--- src/sv/sorted_key_set_unit_defines.svh ---
// assertion macros for the sorted key set unit
// used by files that carry concurrent checks; expects i_clk and i_rst_n in scope
`ifndef SORTED_KEY_SET_UNIT_DEFINES_SVH
`define SORTED_KEY_SET_UNIT_DEFINES_SVH

// antecedent implies consequent on the same edge, checked outside reset
`define SKSET_CHECK(lbl, ante, cons, msg) \
    lbl: assert property (@(posedge i_clk) disable iff (!i_rst_n) (ante) |-> (cons)) \
        else $error(msg);

// condition must never be seen outside reset
`define SKSET_NEVER(lbl, cond, msg) \
    lbl: assert property (@(posedge i_clk) disable iff (!i_rst_n) !(cond)) \
        else $error(msg);

`endif

--- src/sv/skset_pkg.sv ---
// shared types and constants for the sorted key set unit
// no dependencies
package skset_pkg;

    localparam int KEY_W     = 32;
    localparam int CNT_OUT_W = 9;

    typedef enum logic [1:0] {
        ACT_QUERY   = 2'd0,
        ACT_REMOVE  = 2'd1,
        ACT_INSERT  = 2'd2,
        ACT_INVALID = 2'd3
    } t_action;

    typedef struct packed {
        t_action                  action;
        logic signed [KEY_W-1:0]  key;
    } t_skset_in;

    typedef struct packed {
        logic                     success;
        logic [CNT_OUT_W-1:0]     entry_count;
    } t_skset_out;

    typedef struct packed {
        logic lt;
        logic eq;
    } t_cmp_res;

    typedef enum logic [2:0] {
        S_IDLE,
        S_PROBE,
        S_CMP,
        S_MOVE,
        S_SH_RD,
        S_SH_WR,
        S_PUT,
        S_DONE
    } t_state;

endpackage

--- src/sv/skset_cmp.sv ---
// shared signed key comparator used by every search step
// depends on skset_pkg
module skset_cmp
    import skset_pkg::*;
(
    input  logic signed [KEY_W-1:0] i_a,
    input  logic signed [KEY_W-1:0] i_b,
    output t_cmp_res                o_res
);

    always_comb begin
        o_res.lt = (i_a < i_b);
        o_res.eq = (i_a == i_b);
    end

endmodule

--- src/sv/skset_seq.sv ---
// sequencer: binary search for the lower bound, then entry shifts for insert/remove
// depends on skset_pkg, skset_cmp, sorted_key_set_unit_defines.svh
`include "sorted_key_set_unit_defines.svh"

module skset_seq
    import skset_pkg::*;
#(
    parameter int CAPACITY = 256,
    localparam int AW = (CAPACITY > 1) ? $clog2(CAPACITY) : 1,
    localparam int CW = $clog2(CAPACITY + 1)
) (
    input  logic                    i_clk,
    input  logic                    i_rst_n,
    input  logic                    i_in_valid,
    output logic                    o_in_ready,
    input  t_skset_in               i_in,
    output logic                    o_res_valid,
    input  logic                    i_res_take,
    output t_skset_out              o_res,
    output logic                    o_we,
    output logic [AW-1:0]           o_waddr,
    output logic signed [KEY_W-1:0] o_wdata,
    output logic                    o_re,
    output logic [AW-1:0]           o_raddr,
    input  logic signed [KEY_W-1:0] i_rdata
);

    localparam logic [CW-1:0] CAP_C = CW'(CAPACITY);
    localparam logic [CW-1:0] ONE_C = CW'(1);

    t_state                  r_state, n_state;
    t_action                 r_act;
    logic signed [KEY_W-1:0] r_key;
    logic [CW-1:0]           r_lo, n_lo;
    logic [CW-1:0]           r_hi, n_hi;
    logic [CW-1:0]           r_idx, n_idx;
    logic [CW-1:0]           r_count, n_count;
    logic                    r_found, n_found;
    logic                    r_ok, n_ok;

    logic [CW:0]   mid_sum;
    logic [CW-1:0] mid;
    t_cmp_res      cmp;
    logic          do_remove;
    logic          do_insert;
    logic          more_shift;

    assign mid_sum = {1'b0, r_lo} + {1'b0, r_hi};
    assign mid     = mid_sum[CW:1];

    skset_cmp u_cmp (
        .i_a   (i_rdata),
        .i_b   (r_key),
        .o_res (cmp)
    );

    assign do_remove  = (r_act == ACT_REMOVE) && r_ok;
    assign do_insert  = (r_act == ACT_INSERT) && r_ok;
    assign more_shift = do_remove ? ((r_idx + ONE_C) < r_count) : (r_idx > r_lo);

    // next state
    always_comb begin
        n_state = r_state;
        case (r_state)
            S_IDLE:  if (i_in_valid) n_state = S_PROBE;
            S_PROBE: n_state = (r_lo < r_hi) ? S_CMP : S_MOVE;
            S_CMP:   n_state = S_PROBE;
            S_MOVE: begin
                if ((do_remove || do_insert) && more_shift) begin
                    n_state = S_SH_RD;
                end else if (do_insert) begin
                    n_state = S_PUT;
                end else begin
                    n_state = S_DONE;
                end
            end
            S_SH_RD: n_state = S_SH_WR;
            S_SH_WR: n_state = S_MOVE;
            S_PUT:   n_state = S_DONE;
            S_DONE:  if (i_res_take) n_state = S_IDLE;
            default: n_state = S_IDLE;
        endcase
    end

    // outputs and datapath
    always_comb begin
        o_in_ready  = 1'b0;
        o_res_valid = 1'b0;
        o_we        = 1'b0;
        o_waddr     = r_idx[AW-1:0];
        o_wdata     = i_rdata;
        o_re        = 1'b0;
        o_raddr     = mid[AW-1:0];
        n_lo        = r_lo;
        n_hi        = r_hi;
        n_idx       = r_idx;
        n_count     = r_count;
        n_found     = r_found;
        n_ok        = r_ok;
        case (r_state)
            S_IDLE: begin
                o_in_ready = 1'b1;
                n_lo       = '0;
                n_hi       = r_count;
                n_found    = 1'b0;
            end
            S_PROBE: begin
                if (r_lo < r_hi) begin
                    o_re = 1'b1;
                end else begin
                    n_idx = (r_act == ACT_INSERT) ? r_count : r_lo;
                    case (r_act)
                        ACT_QUERY:  n_ok = r_found;
                        ACT_REMOVE: n_ok = r_found;
                        ACT_INSERT: n_ok = !r_found && (r_count < CAP_C);
                        default:    n_ok = 1'b0;
                    endcase
                end
            end
            S_CMP: begin
                if (cmp.lt) begin
                    n_lo = mid + ONE_C;
                end else begin
                    n_hi = mid;
                end
                if (cmp.eq) begin
                    n_found = 1'b1;
                end
            end
            S_MOVE: begin
                if (do_remove && !more_shift) begin
                    n_count = r_count - ONE_C;
                end
            end
            S_SH_RD: begin
                o_re    = 1'b1;
                o_raddr = do_remove ? AW'(r_idx + ONE_C) : AW'(r_idx - ONE_C);
            end
            S_SH_WR: begin
                o_we  = 1'b1;
                n_idx = do_remove ? (r_idx + ONE_C) : (r_idx - ONE_C);
            end
            S_PUT: begin
                o_we    = 1'b1;
                o_waddr = r_lo[AW-1:0];
                o_wdata = r_key;
                n_count = r_count + ONE_C;
            end
            S_DONE: begin
                o_res_valid = 1'b1;
            end
            default: ;
        endcase
    end

    assign o_res.success     = r_ok;
    assign o_res.entry_count = CNT_OUT_W'(r_count);

    always_ff @(posedge i_clk) begin
        if (!i_rst_n) begin
            r_state <= S_IDLE;
            r_count <= '0;
            r_lo    <= '0;
            r_hi    <= '0;
            r_idx   <= '0;
            r_found <= 1'b0;
            r_ok    <= 1'b0;
        end else begin
            r_state <= n_state;
            r_count <= n_count;
            r_lo    <= n_lo;
            r_hi    <= n_hi;
            r_idx   <= n_idx;
            r_found <= n_found;
            r_ok    <= n_ok;
        end
    end

    always_ff @(posedge i_clk) begin
        if (r_state == S_IDLE && i_in_valid) begin
            r_act <= i_in.action;
            r_key <= i_in.key;
        end
    end

    `SKSET_NEVER(a_count_bound, r_count > CAP_C, "entry count above capacity")
    `SKSET_NEVER(a_window_order, r_lo > r_hi || r_hi > r_count,
        "search window out of order")
    `SKSET_CHECK(a_idle_count_hold, r_state == S_IDLE && $past(r_state) == S_IDLE,
        $stable(r_count), "entry count moved while idle")
    `SKSET_CHECK(a_write_phase, o_we, r_state == S_SH_WR || r_state == S_PUT,
        "memory write outside a shift or put step")

endmodule

--- config.mk ---
export PLATFORM = sky130hd
export DESIGN_NAME = skset_seq
export DESIGN_NICKNAME = d
export VERILOG_FILES = /design/src/sv/skset_pkg.sv /design/src/sv/skset_cmp.sv /design/src/sv/skset_seq.sv
export VERILOG_INCLUDE_DIRS = /design/src /design/src/sv
export SDC_FILE = /design/constraint.sdc
export NUM_CORES = 1
export LEC_CHECK = 0
export BUFFER_PORTS_ARGS = -buffer_cell sky130_fd_sc_hd__buf_2
export CORE_MARGIN = 2
export CORE_UTILIZATION = 40
export CTS_BUF_LIST = sky130_fd_sc_hd__clkbuf_8 sky130_fd_sc_hd__clkbuf_16
export DETAILED_ROUTE_END_ITERATION = 16
export SYNTH_ARGS = -nofsm -noshare
export SYNTH_HDL_FRONTEND = slang
export SYNTH_SLANG_ARGS = --single-unit
--- constraint.sdc ---
create_clock -name i_clk -period 9.8 [get_ports i_clk]
set_clock_uncertainty 0.2 [all_clocks]
set_input_delay 0.98 -clock i_clk [delete_from_list [all_inputs] [get_ports i_clk]]
set_output_delay 0.98 -clock i_clk [all_outputs]
set_load 0.02 [all_outputs]
==> flow_summary.toml <==
[die]
core_area_sq_um = 15000
ioPinCount = 132
rows = 45
initial_core_util_pct = 40.4
dieArea_sq_um = 16200
die_y_um = 127
die_w_um = 127

[run]
maxCapViolations = 0

[global_route]
grt_usage_pct = 22.0
antenna_found_initial = 0
grt_pass1_vias = 5314
grt_pass1_wl_um = 27900
grt_max_degree = 87
grt.overflow.total = 0

[power]
netSwitchingPower_w = 0.000509
power_density_nw_per_um2 = 176
ir_drop_v = 0.0000798
seq_power_share_pct = 33.0
intPower_w = 0.000752
sw_frac_of_total_pct = 40.3
total_power_w = 0.00126
p_leak_nw = 3.23
p_clk_share_pct = 26.8
comb_power_share_pct = 40.2

[setup_path]
cp_top_family = "flip-flops"
cp.required_ns = 8.62
worstRegToRegCells = 11
path_max_fanout = 6
reg2reg_from = "r_state[1]"
cpMaxStageDelayCell = "dfxtp_1"
worst_path_largest_cell_delay_ns = 0.49
path_cells = "ha_1, or3_1, o221ai_1, o31ai_1, xnor2_1, mux2i_1, buf_2"
critPathBufInv = 1
critPathCaptureType = "output pin"
rr_endpoint = "r_count[8]"
critical_path_class = "flip-flop to output pin"
startpoint_type = "flip-flop"
reg2reg_slack_ns = 5.89
cp.arrival_ns = 2.80

[synth]
yosysWarningCount = 0
ys_seq_elements = 75
syn-cell-area_sq_um = 6080
async_flop_share_pct = 0
syn_nets = 885
synth_edf_count = 34
ys_seq_area_share_pct = 30.3
syn_area_per_cell_sq_um = 8.23
synth_cells = 738
ys.flop_type = "dfxtp_1"
yosysUniqueCellTypes = 68

[clocking]
cts_resized = 0
clock_sinks = 75
cts.reportedPaths.clkPinSlew_ns = 0.06
cts_hold_buf = 0
cts_htree_levels = 3
clock_latency_ns = 0.35
cts_inserted_buffers = 9
cts_tree = "built"
cts_root_buf = "clkbuf_16"
cts_setup_buffers = 0
cts.path.max_buffers = 2

[timing]
hold_violations = 0
worst_slack_ns = 5.82
final.period_utilization_pct = 40.6
slew_violations = 0
final-setup-viol-count = 0
max_freq_mhz = 251
maxSlewHeadroom_pct = 19.9
rsz0062_at_grt = "no"
period_needed_ns = 3.98
tns_ns = 0
tightestPinTransition_ns = 1.19

[hold_path]
hold_start = "r_hi[4]"
hold_class = "flip-flop to flip-flop"
whs_path_depth = 2
hold_end = "r_hi[4]"

[place]
portBuffers = 131
gp_congestion = 0.880
place_hpwl_um = 13500
pre_cts_slack_ns = 5.71
postPlaceCellArea_sq_um = 6850

[cells_and_area]
design_area_sq_um = 7150
area.growth.synth_to_final_pct = 17.6
fin_util_pct = 47.5
final_common_cell = "buf_2"
final_cell_mix = "131 x buf_2, 85 x nand2_1, 75 x ha_1"
n_antenna_cell = 0
nNetsFinal = 994
drive_above_1_share_pct = 19.4

[drt]
firstDrtPassIters = 5
num_vias = 5668
wl_um = 17500
antenna_left = 0
drt_iter0_drc = 412
via_per_inst = 5.45
remaining_drc_errors = 0
routedWlPerCell_um = 16.8

[status]
status = "completed"
-- worst max-delay path by stage --
stage / from / endpoint / slack [ns] / cells past startpoint
after floorplan: r_hi[1] / o_raddr[4] / 6.51 / 7
after global placement: i_rdata[11] / r_hi[7] / 5.76 / 9
after detailed placement: i_rdata[11] / r_hi[7] / 5.71 / 9
after CTS: r_state[1] / o_wdata[0] / 5.78 / 5
after global routing: r_state[1] / r_count[8] / 5.52 / 11
final: r_lo[4] / o_raddr[7] / 5.82 / 7
-- sequential cells by signal, summed over array words and instances (netlist names) --
| signal | count |
|---|---|
| r_key | 32 |
| r_count | 9 |
| r_hi | 9 |
| r_idx | 9 |
| r_lo | 9 |
| r_state | 3 |
| r_act | 2 |
| r_found | 1 |
| r_ok | 1 |
-- cell families after synthesis --
| logic type | share of synthesized area (%) |
|---|---|
| AO/OA/AOI/OAI | 21.2 |
| XOR/XNOR | 4.78 |
| adder cells (fa/ha/maj) | 16.1 |
| buffers and inverters | 6.84 |
| flip-flops | 30.3 |
| multiplexers | 1.71 |
| AND/OR/NAND/NOR | 19.0 |
-- through the flow --
step                      instances  hold WS (ns)
after CTS                      1040         0.303
final                          1040         0.300
after global placement         1024         0.290
after detailed placement       1024         0.294
after floorplan                 738         0.266
after global routing           1040         0.313
-- worst register-to-register path, cell delays in order, from the launching register on --
cell and delay [ns]:
dfxtp_1 0.69, inv_1 0.28, or3_2 0.56, buf_4 0.37, fa_1 0.54, a21o_1 0.19
a21oi_1 0.24, o21ai_0 0.11, o211a_1 0.13, o22ai_1 0.24, nand3_1 0.11, o211ai_1 0.17
-- routing by layer --
metal	vias up	global-route usage [%]	routed length (um)
met5	-	0	0
met4	0	8.60	480
met3	29	4.98	1120
met2	183	34.2	7770
met1	2587	29.9	8120
li1	2869	-	-
-- layout make-up --
cell class              count  area, sq um
clock buffers               9          225
fillers                  1490         7890
inverters                  72          270
flip-flops and latches     75         1840
multi-input cells         554         3820
clock inverters             7         67.6
repair buffers            135          686
well taps                 188          235
-- power by group through the flow --
stage	Sequential (W)	Clock, W	Combinational (W)
6_report	0.000416	0.000337	0.000507
3_5_place_dp	0.000423	0	0.000506
3_3_place_gp	0.000423	0	0.000502
5_1_grt	0.000423	0.000355	0.000567
2_1_floorplan	0.000399	0	0.000374
4_1_cts	0.000416	0.000344	0.000508
-- synth_stat cells (10+ instances only) --
library cell / n / area, sq um
edfxtp_1: 34 / 1020
xor2_1: 16 / 140
nand3_1: 30 / 150
and3_1: 10 / 62.6
dfxtp_1: 41 / 821
a21oi_1: 44 / 220
o31ai_1: 13 / 97.6
inv_1: 72 / 270
clkbuf_1: 32 / 120
nand4_1: 12 / 75.1
nand2_1: 85 / 319
nor2_1: 40 / 150
or3_1: 11 / 68.8
ha_1: 75 / 938
xnor2_1: 14 / 123
o21ai_0: 70 / 350
Power figures use the tool's default switching activity.
